**config.mk**
```make
export PLATFORM = sky130hd
export DESIGN_NAME = fan_mode_speed_controller
export DESIGN_NICKNAME = d
export VERILOG_FILES = /design/src/rtl/fmsc_pkg.sv /design/src/rtl/fmsc_cfg_regs.sv /design/src/rtl/fmsc_in_stage.sv /design/src/rtl/fmsc_core.sv /design/src/rtl/fmsc_out_stage.sv /design/src/rtl/fan_mode_speed_controller.sv
export SDC_FILE = /design/constraint.sdc
export NUM_CORES = 1
export LEC_CHECK = 0
export ABC_AREA = 0
export BUFFER_PORTS_ARGS = -buffer_cell sky130_fd_sc_hd__buf_2
export CAP_MARGIN = 20
export CORE_MARGIN = 10
export CORE_UTILIZATION = 40
export CTS_CLUSTER_SIZE = 12
export DETAILED_ROUTE_END_ITERATION = 10
export SYNTH_ARGS = -nofsm -noshare
export SYNTH_HDL_FRONTEND = slang
export SYNTH_HIERARCHICAL = 1
export SYNTH_SLANG_ARGS = --single-unit
export TNS_END_PERCENT = 30
```
**constraint.sdc**
```tcl
create_clock -name i_clk -period 13.57 [get_ports i_clk]
set_input_delay 2.714 -clock i_clk [delete_from_list [all_inputs] [get_ports i_clk]]
set_output_delay 2.714 -clock i_clk [all_outputs]
set_load 0.05 [all_outputs]
```
**src/rtl/fmsc_pkg.sv**
```systemverilog
`timescale 1ns / 1ps

package fmsc_pkg;

    // Field widths
    localparam int CMD_W    = 2;
    localparam int TEMP_W   = 15;
    localparam int HUM_W    = 14;
    localparam int VAL_W    = 7;
    localparam int DUTY_W   = 7;
    localparam int MODE_W   = 2;
    localparam int STAT_W   = 2;
    localparam int TTH_W    = 8;
    localparam int HTH_W    = 9;
    localparam int CIDX_W   = 2;
    localparam int CDATA_W  = 9;
    localparam int CMP_W    = 17;   // signed width for the hundredths compares

    // Packed stream widths, padded to whole bytes
    localparam int IN_BITS    = 1 + TEMP_W + HUM_W + 1 + VAL_W;
    localparam int IN_DATA_W  = ((IN_BITS + 7) / 8) * 8;
    localparam int OUT_BITS   = DUTY_W + 1 + MODE_W + DUTY_W + STAT_W;
    localparam int OUT_DATA_W = ((OUT_BITS + 7) / 8) * 8;

    // Ramp timing
    localparam int RAMP_PERIOD = 10000;
    localparam int RAMP_W      = $clog2(RAMP_PERIOD);

    // Numeric limits
    localparam logic [DUTY_W-1:0] DUTY_MAX    = DUTY_W'(99);
    localparam logic [DUTY_W-1:0] BUTTON_TOP  = DUTY_W'(80);
    localparam logic [DUTY_W-1:0] BUTTON_STEP = DUTY_W'(20);
    localparam logic signed [CMP_W-1:0] HUNDRED = CMP_W'(100);

    // Configuration reset values
    localparam logic [TTH_W-1:0]  TTH_RESET      = TTH_W'(30);
    localparam logic [HTH_W-1:0]  HTH_RESET      = HTH_W'(80);
    localparam logic [DUTY_W-1:0] STRENGTH_RESET = DUTY_W'(50);

    // LED control codes
    localparam logic [VAL_W-1:0] LED_OFF    = VAL_W'(0);
    localparam logic [VAL_W-1:0] LED_ON     = VAL_W'(1);
    localparam logic [VAL_W-1:0] LED_UNLOCK = VAL_W'(2);

    typedef enum logic [CIDX_W-1:0] {
        CFG_TEMP_TH  = 2'd0,
        CFG_HUM_TH   = 2'd1,
        CFG_STRENGTH = 2'd2
    } t_cfg_idx;

    typedef enum logic [CMD_W-1:0] {
        CMD_TICK      = 2'd0,
        CMD_SET_SPEED = 2'd1,
        CMD_LED       = 2'd2,
        CMD_SET_MODE  = 2'd3
    } t_cmd;

    typedef enum logic [MODE_W-1:0] {
        MODE_PRESENCE  = 2'd0,
        MODE_THRESHOLD = 2'd1,
        MODE_MANUAL    = 2'd2
    } t_mode;

    typedef enum logic [STAT_W-1:0] {
        ST_OK       = 2'd0,
        ST_BAD_LED  = 2'd1,
        ST_BAD_MODE = 2'd2
    } t_status;

    // Configuration registers as seen by the core
    typedef struct packed {
        logic signed [TTH_W-1:0] temp_th;
        logic signed [HTH_W-1:0] hum_th;
        logic [DUTY_W-1:0]       strength;
    } t_cfg;

    // One input transaction
    typedef struct packed {
        t_cmd                     command;
        logic                     presence;
        logic signed [TEMP_W-1:0] temperature;
        logic [HUM_W-1:0]         humidity;
        logic                     button_pressed;
        logic [VAL_W-1:0]         setting_value;
    } t_item;

    // One result transaction
    typedef struct packed {
        logic [DUTY_W-1:0] fan_duty;
        logic              fan_led;
        logic [MODE_W-1:0] current_mode;
        logic [DUTY_W-1:0] speed_setting;
        logic [STAT_W-1:0] status;
    } t_result;

endpackage

```
**src/rtl/fmsc_cfg_regs.sv**
```systemverilog
`timescale 1ns / 1ps

module fmsc_cfg_regs (
    input  logic                            i_clk,
    input  logic                            i_rst_n,
    input  logic                            i_cfg_valid,
    input  logic [fmsc_pkg::CIDX_W-1:0]     i_cfg_index,
    input  logic [fmsc_pkg::CDATA_W-1:0]    i_cfg_data,
    output logic                            o_cfg_ready,
    output fmsc_pkg::t_cfg                  o_cfg
);

    logic signed [fmsc_pkg::TTH_W-1:0] r_temp_th;
    logic signed [fmsc_pkg::HTH_W-1:0] r_hum_th;
    logic [fmsc_pkg::DUTY_W-1:0]       r_strength;
    logic [fmsc_pkg::DUTY_W-1:0]       w_strength_sat;

    // Register writes are always taken
    assign o_cfg_ready = 1'b1;

    always_ff @(posedge i_clk) begin
        if (!i_rst_n) begin
            r_temp_th  <= fmsc_pkg::TTH_RESET;
            r_hum_th   <= fmsc_pkg::HTH_RESET;
            r_strength <= fmsc_pkg::STRENGTH_RESET;
        end else if (i_cfg_valid) begin
            unique case (fmsc_pkg::t_cfg_idx'(i_cfg_index))
                fmsc_pkg::CFG_TEMP_TH:  r_temp_th  <= i_cfg_data[fmsc_pkg::TTH_W-1:0];
                fmsc_pkg::CFG_HUM_TH:   r_hum_th   <= i_cfg_data[fmsc_pkg::HTH_W-1:0];
                fmsc_pkg::CFG_STRENGTH: r_strength <= i_cfg_data[fmsc_pkg::DUTY_W-1:0];
                default: ;  // unused index, write dropped
            endcase
        end
    end

    // Strength above full scale acts as full scale
    assign w_strength_sat = (r_strength > fmsc_pkg::DUTY_MAX) ? fmsc_pkg::DUTY_MAX : r_strength;

    assign o_cfg.temp_th  = r_temp_th;
    assign o_cfg.hum_th   = r_hum_th;
    assign o_cfg.strength = w_strength_sat;

endmodule

```
**src/rtl/fmsc_in_stage.sv**
```systemverilog
`timescale 1ns / 1ps

module fmsc_in_stage (
    input  logic                    i_clk,
    input  logic                    i_rst_n,
    input  logic                    i_valid,
    input  fmsc_pkg::t_item         i_item,
    output logic                    o_ready,
    input  logic                    i_take,     // core consumes the held item
    output logic                    o_valid,
    output fmsc_pkg::t_item         o_item
);

    logic            r_valid;
    fmsc_pkg::t_item r_item;

    // Room when empty or when the held item leaves this cycle
    assign o_ready = !r_valid || i_take;

    always_ff @(posedge i_clk) begin
        if (!i_rst_n) begin
            r_valid <= 1'b0;
        end else if (o_ready) begin
            r_valid <= i_valid;
        end
    end

    always_ff @(posedge i_clk) begin
        if (o_ready && i_valid) begin
            r_item <= i_item;
        end
    end

    assign o_valid = r_valid;
    assign o_item  = r_item;

endmodule

```
**src/rtl/fmsc_core.sv**
```systemverilog
`timescale 1ns / 1ps

module fmsc_core (
    input  logic                i_clk,
    input  logic                i_rst_n,
    input  fmsc_pkg::t_cfg      i_cfg,
    input  logic                i_fire,     // held item is processed this cycle
    input  fmsc_pkg::t_item     i_item,
    output fmsc_pkg::t_result   o_result
);

    // Outcome of one application of the mode rule
    typedef struct packed {
        logic [fmsc_pkg::DUTY_W-1:0] speed;
        logic [fmsc_pkg::DUTY_W-1:0] duty;
        logic                        led;
    } t_rule;

    fmsc_pkg::t_mode                r_mode, n_mode;
    logic [fmsc_pkg::DUTY_W-1:0]    r_speed, n_speed;
    logic [fmsc_pkg::RAMP_W-1:0]    r_ramp, n_ramp;
    logic                           r_lock, n_lock;
    logic                           r_led, n_led;
    logic [fmsc_pkg::DUTY_W-1:0]    r_duty, n_duty;
    fmsc_pkg::t_status              w_status;

    logic signed [fmsc_pkg::CMP_W-1:0] w_temp_lim, w_hum_lim, w_temp, w_hum;
    logic                              w_hot;
    t_rule                             w_rule_a, w_rule_b;
    logic [fmsc_pkg::DUTY_W-1:0]       w_speed_r, w_speed_b, w_set_speed;
    logic [fmsc_pkg::RAMP_W-1:0]       w_ramp_r;
    logic [fmsc_pkg::RAMP_W:0]         w_ramp_inc;
    fmsc_pkg::t_mode                   w_mode_b;

    function automatic t_rule apply_rule(
        input fmsc_pkg::t_mode             mode,
        input logic [fmsc_pkg::DUTY_W-1:0] speed,
        input logic [fmsc_pkg::DUTY_W-1:0] duty,
        input logic                        led,
        input logic                        lock,
        input logic                        present,
        input logic                        hot,
        input logic [fmsc_pkg::DUTY_W-1:0] strength
    );
        t_rule rr;
        logic  run;
        rr  = '{speed: speed, duty: duty, led: led};
        run = 1'b0;
        case (mode)
            fmsc_pkg::MODE_MANUAL: begin
                rr.duty = speed;
                if (!lock) rr.led = (speed != '0);
            end
            fmsc_pkg::MODE_PRESENCE, fmsc_pkg::MODE_THRESHOLD: begin
                run      = (mode == fmsc_pkg::MODE_PRESENCE) ? present : hot;
                rr.speed = run ? strength : '0;
                rr.duty  = rr.speed;
                if (!lock) rr.led = run;
            end
            default: ;
        endcase
        return rr;
    endfunction

    // Threshold compares on exact hundredths
    assign w_temp_lim = fmsc_pkg::CMP_W'(
        fmsc_pkg::CMP_W'(i_cfg.temp_th) * fmsc_pkg::HUNDRED);
    assign w_hum_lim  = fmsc_pkg::CMP_W'(
        fmsc_pkg::CMP_W'(i_cfg.hum_th) * fmsc_pkg::HUNDRED);
    assign w_temp = fmsc_pkg::CMP_W'(i_item.temperature);
    assign w_hum  = $signed({{(fmsc_pkg::CMP_W - fmsc_pkg::HUM_W){1'b0}}, i_item.humidity});
    assign w_hot  = (w_temp > w_temp_lim) || (w_hum > w_hum_lim);

    // Tick: first rule application
    assign w_rule_a = apply_rule(r_mode, r_speed, r_duty, r_led, r_lock,
                                 i_item.presence, w_hot, i_cfg.strength);

    // Tick: manual ramp
    assign w_ramp_inc = {1'b0, r_ramp} + (fmsc_pkg::RAMP_W + 1)'(1);
    always_comb begin
        w_speed_r = w_rule_a.speed;
        w_ramp_r  = r_ramp;
        if (r_mode == fmsc_pkg::MODE_MANUAL && i_item.presence && w_rule_a.speed != '0) begin
            if (w_ramp_inc >= (fmsc_pkg::RAMP_W + 1)'(fmsc_pkg::RAMP_PERIOD)) begin
                w_speed_r = w_rule_a.speed + fmsc_pkg::DUTY_W'(1);
                w_ramp_r  = fmsc_pkg::RAMP_W'(1);
            end else begin
                w_ramp_r  = w_ramp_inc[fmsc_pkg::RAMP_W-1:0];
            end
            if (w_speed_r >= fmsc_pkg::DUTY_MAX) w_speed_r = '0;
        end
    end

    // Tick: button step
    always_comb begin
        w_mode_b  = r_mode;
        w_speed_b = w_speed_r;
        case (r_mode)
            fmsc_pkg::MODE_PRESENCE: begin
                w_mode_b  = fmsc_pkg::MODE_THRESHOLD;
                w_speed_b = '0;
            end
            fmsc_pkg::MODE_THRESHOLD: begin
                w_mode_b  = fmsc_pkg::MODE_MANUAL;
                w_speed_b = '0;
            end
            default: begin
                if (w_speed_r == '0) begin
                    w_speed_b = fmsc_pkg::DUTY_W'(1);
                end else if (w_speed_r >= fmsc_pkg::BUTTON_TOP) begin
                    w_mode_b = fmsc_pkg::MODE_PRESENCE;
                end else begin
                    w_speed_b = w_speed_r + fmsc_pkg::BUTTON_STEP;
                end
            end
        endcase
    end

    // Tick: second rule application after the button
    assign w_rule_b = apply_rule(w_mode_b, w_speed_b, w_rule_a.duty, w_rule_a.led, r_lock,
                                 i_item.presence, w_hot, i_cfg.strength);

    assign w_set_speed = (i_item.setting_value > fmsc_pkg::DUTY_MAX) ?
                         fmsc_pkg::DUTY_MAX : i_item.setting_value;

    // Next state per command
    always_comb begin
        n_mode   = r_mode;
        n_speed  = r_speed;
        n_ramp   = r_ramp;
        n_lock   = r_lock;
        n_led    = r_led;
        n_duty   = r_duty;
        w_status = fmsc_pkg::ST_OK;
        unique case (i_item.command)
            fmsc_pkg::CMD_TICK: begin
                n_ramp = w_ramp_r;
                if (i_item.button_pressed) begin
                    n_mode  = w_mode_b;
                    n_speed = w_rule_b.speed;
                    n_duty  = w_rule_b.duty;
                    n_led   = w_rule_b.led;
                end else begin
                    n_speed = w_speed_r;
                    n_duty  = w_rule_a.duty;
                    n_led   = w_rule_a.led;
                end
            end
            fmsc_pkg::CMD_SET_SPEED: begin
                n_speed = w_set_speed;
                n_mode  = fmsc_pkg::MODE_MANUAL;
                n_duty  = w_set_speed;
            end
            fmsc_pkg::CMD_LED: begin
                if (i_item.setting_value == fmsc_pkg::LED_OFF ||
                    i_item.setting_value == fmsc_pkg::LED_ON) begin
                    n_led  = i_item.setting_value[0];
                    n_lock = 1'b1;
                end else if (i_item.setting_value == fmsc_pkg::LED_UNLOCK) begin
                    n_led  = 1'b0;
                    n_lock = 1'b0;
                end else begin
                    w_status = fmsc_pkg::ST_BAD_LED;
                end
            end
            fmsc_pkg::CMD_SET_MODE: begin
                if (i_item.setting_value > fmsc_pkg::VAL_W'(fmsc_pkg::MODE_MANUAL)) begin
                    w_status = fmsc_pkg::ST_BAD_MODE;
                end else begin
                    n_mode = fmsc_pkg::t_mode'(i_item.setting_value[fmsc_pkg::MODE_W-1:0]);
                end
            end
            default: ;
        endcase
    end

    always_ff @(posedge i_clk) begin
        if (!i_rst_n) begin
            r_mode  <= fmsc_pkg::MODE_PRESENCE;
            r_speed <= '0;
            r_ramp  <= fmsc_pkg::RAMP_W'(1);
            r_lock  <= 1'b0;
            r_led   <= 1'b0;
            r_duty  <= '0;
        end else if (i_fire) begin
            r_mode  <= n_mode;
            r_speed <= n_speed;
            r_ramp  <= n_ramp;
            r_lock  <= n_lock;
            r_led   <= n_led;
            r_duty  <= n_duty;
        end
    end

    assign o_result.fan_duty      = n_duty;
    assign o_result.fan_led       = n_led;
    assign o_result.current_mode  = n_mode;
    assign o_result.speed_setting = n_speed;
    assign o_result.status        = w_status;

endmodule

```
**src/rtl/fmsc_out_stage.sv**
```systemverilog
`timescale 1ns / 1ps

module fmsc_out_stage (
    input  logic                i_clk,
    input  logic                i_rst_n,
    input  logic                i_load,
    input  fmsc_pkg::t_result   i_result,
    output logic                o_room,     // can load a result this cycle
    output logic                o_valid,
    input  logic                i_ready,
    output fmsc_pkg::t_result   o_result
);

    logic              r_valid;
    fmsc_pkg::t_result r_result;

    assign o_room = !r_valid || i_ready;

    always_ff @(posedge i_clk) begin
        if (!i_rst_n) begin
            r_valid <= 1'b0;
        end else if (o_room) begin
            r_valid <= i_load;
        end
    end

    always_ff @(posedge i_clk) begin
        if (i_load) begin
            r_result <= i_result;
        end
    end

    assign o_valid  = r_valid;
    assign o_result = r_result;

endmodule

```
**src/rtl/fan_mode_speed_controller.sv**
```systemverilog
`timescale 1ns / 1ps

// Fan controller with presence, threshold and manual modes. Each input
// transaction (tick, set speed, LED control or set mode, chosen by tuser) gives
// exactly one result transaction with the driven PWM duty, LED state, mode,
// stored speed and a status code. One transaction is accepted per clock while
// the result side takes results; each transaction passes through the input
// register and then the result register, and all work for a transaction is
// done combinationally between those two registers. Backpressure on the result
// side stalls the input side only once both registers are full. Configuration
// writes are always accepted (o_cfg_ready is tied high) and must be made while
// no transaction is in flight.
module fan_mode_speed_controller (
    input  logic                                 i_clk,
    input  logic                                 i_rst_n,

    input  logic                                 s_axis_tvalid,
    output logic                                 s_axis_tready,
    // presence[0], temperature[15:1], humidity[29:16], button_pressed[30],
    // setting_value[37:31], zero fill above
    input  logic [fmsc_pkg::IN_DATA_W-1:0]       s_axis_tdata,
    // command[1:0]
    input  logic [fmsc_pkg::CMD_W-1:0]           s_axis_tuser,

    output logic                                 m_axis_tvalid,
    input  logic                                 m_axis_tready,
    // fan_duty[6:0], fan_led[7], current_mode[9:8], speed_setting[16:10],
    // status[18:17], zero fill above
    output logic [fmsc_pkg::OUT_DATA_W-1:0]      m_axis_tdata,

    input  logic                                 i_cfg_valid,
    output logic                                 o_cfg_ready,
    input  logic [fmsc_pkg::CIDX_W-1:0]          i_cfg_index,
    input  logic [fmsc_pkg::CDATA_W-1:0]         i_cfg_data
);

    fmsc_pkg::t_cfg    w_cfg;
    fmsc_pkg::t_item   w_in_item, w_held_item;
    fmsc_pkg::t_result w_core_result, w_out_result;
    logic              w_held_valid, w_out_room, w_fire;

    // Unpack the input stream
    assign w_in_item.command        = fmsc_pkg::t_cmd'(s_axis_tuser);
    assign w_in_item.presence       = s_axis_tdata[0];
    assign w_in_item.temperature    = s_axis_tdata[15:1];
    assign w_in_item.humidity       = s_axis_tdata[29:16];
    assign w_in_item.button_pressed = s_axis_tdata[30];
    assign w_in_item.setting_value  = s_axis_tdata[37:31];

    fmsc_cfg_regs u_cfg (
        .i_clk       (i_clk),
        .i_rst_n     (i_rst_n),
        .i_cfg_valid (i_cfg_valid),
        .i_cfg_index (i_cfg_index),
        .i_cfg_data  (i_cfg_data),
        .o_cfg_ready (o_cfg_ready),
        .o_cfg       (w_cfg)
    );

    fmsc_in_stage u_in (
        .i_clk   (i_clk),
        .i_rst_n (i_rst_n),
        .i_valid (s_axis_tvalid),
        .i_item  (w_in_item),
        .o_ready (s_axis_tready),
        .i_take  (w_fire),
        .o_valid (w_held_valid),
        .o_item  (w_held_item)
    );

    // Process the held transaction when the result register has room
    assign w_fire = w_held_valid && w_out_room;

    fmsc_core u_core (
        .i_clk    (i_clk),
        .i_rst_n  (i_rst_n),
        .i_cfg    (w_cfg),
        .i_fire   (w_fire),
        .i_item   (w_held_item),
        .o_result (w_core_result)
    );

    fmsc_out_stage u_out (
        .i_clk    (i_clk),
        .i_rst_n  (i_rst_n),
        .i_load   (w_fire),
        .i_result (w_core_result),
        .o_room   (w_out_room),
        .o_valid  (m_axis_tvalid),
        .i_ready  (m_axis_tready),
        .o_result (w_out_result)
    );

    // Pack the result stream
    assign m_axis_tdata = {{(fmsc_pkg::OUT_DATA_W - fmsc_pkg::OUT_BITS){1'b0}},
                           w_out_result.status,
                           w_out_result.speed_setting,
                           w_out_result.current_mode,
                           w_out_result.fan_led,
                           w_out_result.fan_duty};

endmodule
```
# --- After elaboration in Yosys (flattened, before gate mapping) ---
# Index checks and enable logic that the tools add are counted.
word_totals:
  reg_bits: 117
  latch_bits: 0
  ram_bits: 0
  mem_bits_ro: 0
  in_bits: 58
  out_inout_bits: 27
  word_cells: 115
  mem_count: 0
classes:
  add_sub_neg: 3
  n_mul: 2
  n_div: 0
  order_cmp: 8
  eq_ne: 11
  shift: 0
  mux: 42
  n_bitwise: 0
  reduce_logical: 27
ops:
  columns: ["operator", "count"]
  rows:
  - ["2-to-1 mux 7 bit", 15]
  - ["one-hot mux 8 bit (2 select lines)", 2]
  - ["one-hot mux 7 bit (2 select lines)", 2]
  - ["nonzero test 7 bit", 3]
  - ["greater-than comparator 15 x 17 -> 1 bit", 1]
  - ["greater-than comparator 15 x 16 -> 1 bit", 1]
  - ["adder 14 x 1 -> 15 bit (second input constant)", 1]
  - ["greater-or-equal comparator 15 x 14 -> 1 bit (second input constant)", 1]
  - ["multiplier 9 x 6 -> 15 bit (second input constant)", 1]
  - ["greater-or-equal comparator 7 bit (second input constant)", 2]
  - ["greater-than comparator 7 bit (second input constant)", 2]
  - ["zero test 7 bit", 2]
  - ["multiplier 8 x 6 -> 14 bit (second input constant)", 1]
  - ["2-to-1 mux 14 bit", 1]
  - ["2-to-1 mux 1 bit", 12]
  - ["2-to-1 mux 2 bit", 6]
  - ["== test 2 bit (second input constant)", 5]
  - ["== test 2 x 1 -> 1 bit (second input constant)", 4]
  - ["zero test 2 bit", 4]
  - ["one-hot mux 2 bit (2 select lines)", 2]
  - ["adder 7 x 1 -> 7 bit (second input constant)", 1]
  - ["adder 7 x 5 -> 7 bit (second input constant)", 1]
  - ["== test 7 x 1 -> 1 bit (second input constant)", 1]
  - ["== test 7 x 2 -> 1 bit (second input constant)", 1]
  - ["other kinds (10)", 21]

# --- Logic depth before layout (Yosys ltp) ---
depth:
  word_depth: 22
  ltp_mapped: 38

# --- Hierarchy ---
# The synthesis kept the hierarchy.
by_module_without_submodules:
  columns: ["mod", "n_inst", "cells_each", "area_per_inst_um2", "seq_area_each_um2"]
  rows:
  - ["fmsc_core", 1, 737, 5599.1, 640.6]
  - ["fmsc_in_stage", 1, 45, 1258.7, 1221.2]
  - ["fmsc_cfg_regs", 1, 110, 1077.3, 480.5]
  - ["fmsc_out_stage", 1, 23, 619.3, 590.6]
  - ["fan_mode_speed_controller", 1, 7, 47.5, 0.0]

# --- Least setup slack after synthesis ---
# No wires, ideal clock.
synth_path:
  path_type: "reg-to-reg"
  from: "reg u_cfg/r_temp_th[1] (netlist bit)"
  to: "reg u_out.r_result, in the netlist u_out/o_result[11], data pin"
  arrival_time_ns: 7.678
  slack_ns: 5.641
  stages_incl_launch_ff: 38
  n_path_buf: 2
  cell_sequence: "dfxtp_1 -> ha_1 -> fa_1 -> ha_1 -> ha_1 -> inv_1 -> fa_1 -> inv_1 -> a21oi_1 -> o21bai_1 -> a21oi_1 -> o21bai_1 -> a221oi_1 -> xor2_1 -> ha_1 -> nand4_1 -> or4_1 -> a31o_1 -> (+2 left out) -> nor3_1 -> o221a_2 -> buf_2 -> inv_1 -> ha_1 -> nand2b_1 -> or3_1 -> or4b_1 -> o211ai_1 -> a211o_1 -> inv_1 -> ha_1 -> o31ai_1 -> o311ai_0 -> a311o_1 -> o21ai_1 -> nand2_1 -> buf_4"
synth_via:
  elab_chain_cells: 22
  elab_cells_between_ends: 36
  classes_between: "add/sub (2); mul (1); order compare (3); eq/ne (2); mux (21); reduce/logical (7)"
synth_lines:
  columns: ["element", "line_no", "rtl"]
  rows:
  - ["start: declaration", "fmsc_cfg_regs.sv:13", "logic signed [fmsc_pkg::TTH_W-1:0] r_temp_th;"]
  - ["start signal: assignment", "fmsc_cfg_regs.sv:23", "r_temp_th <= fmsc_pkg::TTH_RESET;"]
  - ["start signal: assignment", "fmsc_cfg_regs.sv:28", "fmsc_pkg::CFG_TEMP_TH: r_temp_th <= i_cfg_data[fmsc_pkg::TTH_W-1:0];"]
  - ["multiplier 8 x 6 -> 14 bit (*)", "fmsc_core.sv:67", "fmsc_pkg::CMP_W'(i_cfg.temp_th) * fmsc_pkg::HUNDRED);"]
  - ["greater-than comparator 15 x 16 -> 1 bit (*)", "fmsc_core.sv:72", "assign w_hot = (w_temp > w_temp_lim) || (w_hum > w_hum_lim);"]
  - ["logical OR 1 bit (*)", "fmsc_core.sv:72", null]
  - ["2-to-1 mux 1 bit", "fmsc_core.sv:55", "run = (mode == fmsc_pkg::MODE_PRESENCE) ? present : hot;"]
  - ["2-to-1 mux 7 bit", "fmsc_core.sv:56", "rr.speed = run ? strength : '0;"]
  - ["2-to-1 mux 7 bit", "fmsc_core.sv:49", "case (mode)"]
  - ["adder 7 x 1 -> 7 bit", "fmsc_core.sv:85", "w_speed_r = w_rule_a.speed + fmsc_pkg::DUTY_W'(1);"]
  - ["2-to-1 mux 7 bit", "fmsc_core.sv:84", "if (w_ramp_inc >= (fmsc_pkg::RAMP_W + 1)'(fmsc_pkg::RAMP_PERIOD)) begin"]
  - ["(+7 left out)", null, null]
  - ["one-hot mux 2 bit (2 select lines)", "fmsc_core.sv:98", "case (r_mode)"]
  - ["zero test 2 bit", "fmsc_core.sv:49, fmsc_core.sv:55", null]
  - ["2-to-1 mux 1 bit", "fmsc_core.sv:55", null]
  - ["2-to-1 mux 1 bit", "fmsc_core.sv:58", "if (!lock) rr.led = run;"]
  - ["one-hot mux 8 bit (2 select lines)", "fmsc_core.sv:49", null]
  - ["2-to-1 mux 1 bit (*)", "fmsc_core.sv:138", "if (i_item.button_pressed) begin"]
  - ["one-hot mux 1 bit (2 select lines) (*)", "fmsc_core.sv:135", "unique case (i_item.command)"]
  - ["net u_core.n_led", "fmsc_core.sv:23", "logic r_led, n_led;"]
  - ["end signal: assignment", "fmsc_out_stage.sv:29", "r_result <= i_result;"]
  - ["end: declaration", "fmsc_out_stage.sv:15", "fmsc_pkg::t_result r_result;"]
# The timed path passes the listed nets; every way through them passes the cells marked *. The select of a mux whose other input is x is not followed.
# A chain may end at the register's enable or synchronous reset.

# --- Worst setup path in the final report ---
layout_path:
  from: "reg u_cfg/r_temp_th[2] (netlist bit)"
  to: "reg u_core/r_duty[4] (netlist bit)"
layout_via:
  elab_chain_cells: 22
  elab_cells_between_ends: 33
  classes_between: "add/sub (2); mul (1); order compare (3); eq/ne (2); mux (19); reduce/logical (6)"
layout_lines:
  columns: ["element", "line_no", "rtl"]
  rows:
  - ["multiplier 8 x 6 -> 14 bit (*)", "fmsc_core.sv:67", null]
  - ["greater-than comparator 15 x 16 -> 1 bit (*)", "fmsc_core.sv:72", null]
  - ["logical OR 1 bit (*)", "fmsc_core.sv:72", null]
  - ["2-to-1 mux 1 bit", "fmsc_core.sv:55", null]
  - ["2-to-1 mux 7 bit", "fmsc_core.sv:56", null]
  - ["2-to-1 mux 7 bit", "fmsc_core.sv:49", null]
  - ["adder 7 x 1 -> 7 bit", "fmsc_core.sv:85", null]
  - ["2-to-1 mux 7 bit", "fmsc_core.sv:84", null]
  - ["(+6 left out)", null, null]
  - ["2-to-1 mux 2 bit", "fmsc_core.sv:108", "if (w_speed_r == '0) begin"]
  - ["one-hot mux 2 bit (2 select lines)", "fmsc_core.sv:98", null]
  - ["zero test 2 bit", "fmsc_core.sv:49, fmsc_core.sv:55", null]
  - ["2-to-1 mux 1 bit", "fmsc_core.sv:55", null]
  - ["2-to-1 mux 7 bit", "fmsc_core.sv:56", null]
  - ["one-hot mux 8 bit (2 select lines)", "fmsc_core.sv:49", null]
  - ["2-to-1 mux 7 bit (*)", "fmsc_core.sv:138", null]
  - ["one-hot mux 7 bit (2 select lines) (*)", "fmsc_core.sv:135", null]
  - ["end signal: assignment", "fmsc_core.sv:191", "r_duty <= n_duty;"]
  - ["end: declaration", "fmsc_core.sv:24", "logic [fmsc_pkg::DUTY_W-1:0] r_duty, n_duty;"]
# Every way passes the cells marked *; elsewhere a longest branch is shown, timed or not. The select of a mux whose other input is x is not followed.

==> implementation parameters <==
Parameter                              Value

Outcome
  Result of the run ... finished, final reports clean

Clocking
  Maximum number of buffers from clock root to sink ... 2
  Root cell of the clock tree ... clkbuf_16
  Setup Buffers After CTS ... 0
  Clock slew at the register clock pins of the worst setup and hold paths ... 60 ps
  Worst-Skew Late Latency ... 410 ps
  # resized after CTS ... 0
  Cts hold-fix bufs ... 0
  Clock tree sinks ... approximately 120
  CTS tree ... built
  Number of buffers inserted during clock tree synthesis ... 17
  H-Tree Level Count ... 4

Setup path
  Data arrival at the endpoint of the critical path ... between 9000 and 10,000 ps
  Top fanout value on the critical path ... 6
  Crit path buffers/inverters ... 4
  Worst-case register-to-register setup slack ... approximately 4300 ps
  Dominant delay contributor by cell family on the critical path ... compound AO/OA/AOI/OAI gates
  Maximum cell stage delay along the critical path ... ~630 ps
  Data required time of the worst path ... 13,930 ps
  Most Frequent Cell on Critical Path ... ha_1
  Kind of capture point of the worst setup path ... flop
  Setup crit start kind ... flop
  Critical setup path kind ... reg -> reg
  Standard cell with the maximum stage delay on the critical path ... o311ai_0

Timing
  Maximum clock rate ... roughly 110 MHz
  Final-layout worst hold slack ... between 400 and 500 ps
  Number of hold violations in the final report ... 0
  Setup repair after global routing missed its margin ... no
  Final cycle utilization of the critical path ... 68.1%
  Transition at the pin with the smallest max-transition slack ... 961 ps
  Final min period ... 9250 ps
  Worst relative slew slack ... a little over a third
  Count of final setup violators ... 0
  Number of slew-limit violations in the final report ... 0
  Clock Skew ... approximately 10 ps
  Summed negative setup slack over all endpoints ... 0 ps

Die
  Core Box Area ... between 0.02 and 0.025 mm²
  Placement row count ... 53
  Die footprint ... between 0.02 and 0.03 mm²
  Initial cell density of the core ... between 40% and 50%
  Die Span X ... around 170 µm
  Vertical die dimension ... ~170 µm
  Boundary Pins ... 85

Yosys
  Flip-flop and latch count after synthesis ... between 100 and 150
  Syn Area/Cell ... roughly 9.3 µm²
  Most used standard cells in the synthesized netlist ... 98 x nand2_1, 86 x ha_1, 59 x edfxtp_1
  Count of different cell masters after synthesis ... between 90 and 100
  Total of warnings raised by yosys ... 6
  Number of standard cells after synthesis ... 922
  Top FF cell, synth ... edfxtp_1
  Post-synth EDFFs ... 59
  Largest area contributor in the synthesized netlist ... edfxtp_1
  Area share of the largest cell type after synthesis ... between 20 and 25%
  Share of synthesized registers carrying an async set or reset ... 0%
  Most repeated cell in the gate-level netlist after synthesis ... nand2_1
  Proportion of synthesized chip area in sequential cells ... about a third
  Area of the mapped netlist ... between 0.008 and 0.009 mm²
  Synth top area cells ... edfxtp_1 21%, dfxtp_1 13%, ha_1 13%

Layout
  Fraction of layout instances using a drive strength above 1 ... ~15%
  Non-filler instance count after layout ... 1,269
  Antenna Diode Count ... 0
  Nets ... between 1,000 and 1,500
  Area overhead of the layout relative to synthesis ... 12.5%

Global routing
  First-pass GRT wire length ... around 35,000 µm
  Via count of the first global-routing pass ... slightly below 7,000
  Maximum number of pins on one net before global-route repair ... 49
  GRT Residual Overflow ... 0
  All-Layer GR Usage ... 15.3%
  Initial antenna violation count ... 0

Pwr
  Leakage component of the power ... roughly 4 nW
  Maximum VDD drop ... between 0.08 and 0.09 mV
  Total Power Consumption ... between 0.001 and 0.0015 W
  Areal power density over the cells ... roughly 110 mW/mm²

Worst hold path
  Worst min-delay path class ... reg -> reg

Run
  Max-cap violations ... 0

Drt
  Via count of the routed design ... just over 7,000
  Routed via count divided by cell count ... between 5 and 6
  Total wire length after detailed routing ... ~22,000 µm
  Router iterations before antenna repair ... 4
  Number of DRC violations after detailed-routing iteration 0 ... about 480
  Remaining antenna violation count ... 0
  Routed wirelength normalized by instance count ... approximately 17 µm
  Remaining DRCs ... 0

Placement
  Placed Cells ... between 1,000 and 1,500
  IO Port Bufs ... 76
  Placer's final routability congestion estimate ... roughly 0.95
  Total half-perimeter wirelength after legalization and detailed placement ... approximately 17,000 µm
==> where the power goes <==
group / total, W / internal [W] / switching, W
Clock: 0.000412 / 0.000238 / 0.000174
Combinational: 0.000272 / 0.000102 / 0.000170
Sequential: 0.000411 / 0.000394 / 0.0000167
==> flip-flops by register name (all words and copies together), names as in the netlist, 2 cells and up <==
signal,count
u_core/r_mode,2
u_cfg/r_hum_th,9
u_in/o_item,40
u_out/o_result,19
u_cfg/r_strength,7
u_core/r_ramp,14
u_core/r_speed,7
u_core/r_duty,7
u_cfg/r_temp_th,8
==> cell usage in the layout (no fill, tap or decap), drive strengths merged, types with 5 or more instances in the layout <==
master | synthesis | final
clkinv | 0 | 5
nand2 | 98 | 98
o21bai | 6 | 6
clkinvlp | 0 | 6
a21boi | 8 | 8
ha | 86 | 86
dfxtp | 58 | 58
o22ai | 5 | 5
or2 | 7 | 7
fa | 13 | 13
a21o | 13 | 13
and2 | 15 | 15
nor2b | 14 | 14
inv | 49 | 52
a31oi | 16 | 16
clkbuf | 24 | 18
nand3 | 26 | 26
nor2 | 58 | 58
o21ai | 51 | 51
nor3 | 15 | 15
nand4 | 15 | 15
xnor2 | 16 | 16
buf | 21 | 81
a22oi | 9 | 9
mux2i | 30 | 30
and3 | 15 | 15
or3 | 7 | 7
o211ai | 9 | 9
nand2b | 16 | 16
a21oi | 45 | 45
edfxtp | 59 | 59
xor2 | 17 | 17
a22o | 5 | 5
conb | 2 | 6
o21a | 7 | 7
a221oi | 5 | 5
a221o | 5 | 5
==> tightest hold or removal path, stage by stage (launching register included) <==
cell and delay [ps]:
dfxtp_1 300, nand2_1 50, mux2i_1 50
==> final cells by class <==
| type | count | area, µm² |
|---|---|---|
| inverter | 49 | 184 |
| sequential | 117 | 2930 |
| timing repair buffer | 81 | 418 |
| clock buffer | 18 | 439 |
| fill | 2066 | 11400 |
| clock inverter | 14 | 103 |
| tap | 275 | 344 |
| multi-input combinational | 715 | 5260 |
==> metrics by stage <==
step | util [%] | area (µm²) | worst slack [ps]
after floorplan | - | 8620 | 5640
after global placement | 43.3 | 9140 | 4360
after detailed placement | 43.3 | 9140 | 4380
final | 45.9 | 9680 | 4320
after CTS | 45.9 | 9680 | 4360
after global routing | 45.9 | 9680 | 3810
==> cells by family (layout without fill, tap and decap cells) <==
family,Yosys count,count (layout),synth area share [%]
other,2,6,0.0873
multiplexers,33,33,3.88
AO/OA/AOI/OAI,236,236,19.6
buffers and inverters,94,162,4.99
XOR/XNOR,33,33,3.36
adder cells (fa/ha/maj),99,99,15.5
flip-flops,117,117,34.1
AND/OR/NAND/NOR,308,308,18.4
==> path summary, 6_finish.rpt <==
kind / depth (start not counted) / from / endpoint
setup / recovery: 35 / u_cfg/r_temp_th[2]$_SDFFE_PN1P_ / u_core/r_duty[4]$_SDFFE_PN0P_
hold / removal: 2 / u_cfg/r_strength[0]$_SDFFE_PN0P_ / u_cfg/r_strength[0]$_SDFFE_PN0P_
setup reg to reg: 35 / u_cfg/r_temp_th[2]$_SDFFE_PN1P_ / u_core/r_duty[4]$_SDFFE_PN0P_
hold reg to reg: 2 / u_cfg/r_strength[0]$_SDFFE_PN0P_ / u_cfg/r_strength[0]$_SDFFE_PN0P_
==> layer usage <==
metal | GRT usage, % | part of all wire [%] | vias up
li1 | - | - | 3519
met1 | 20.6 | 48 | 3373
met2 | 23.8 | 45 | 202
met3 | 3.27 | 4.9 | 22
met4 | 4.93 | 1.7 | 0
met5 | 0 | 0 | -
(Power assumes the default switching activity.)
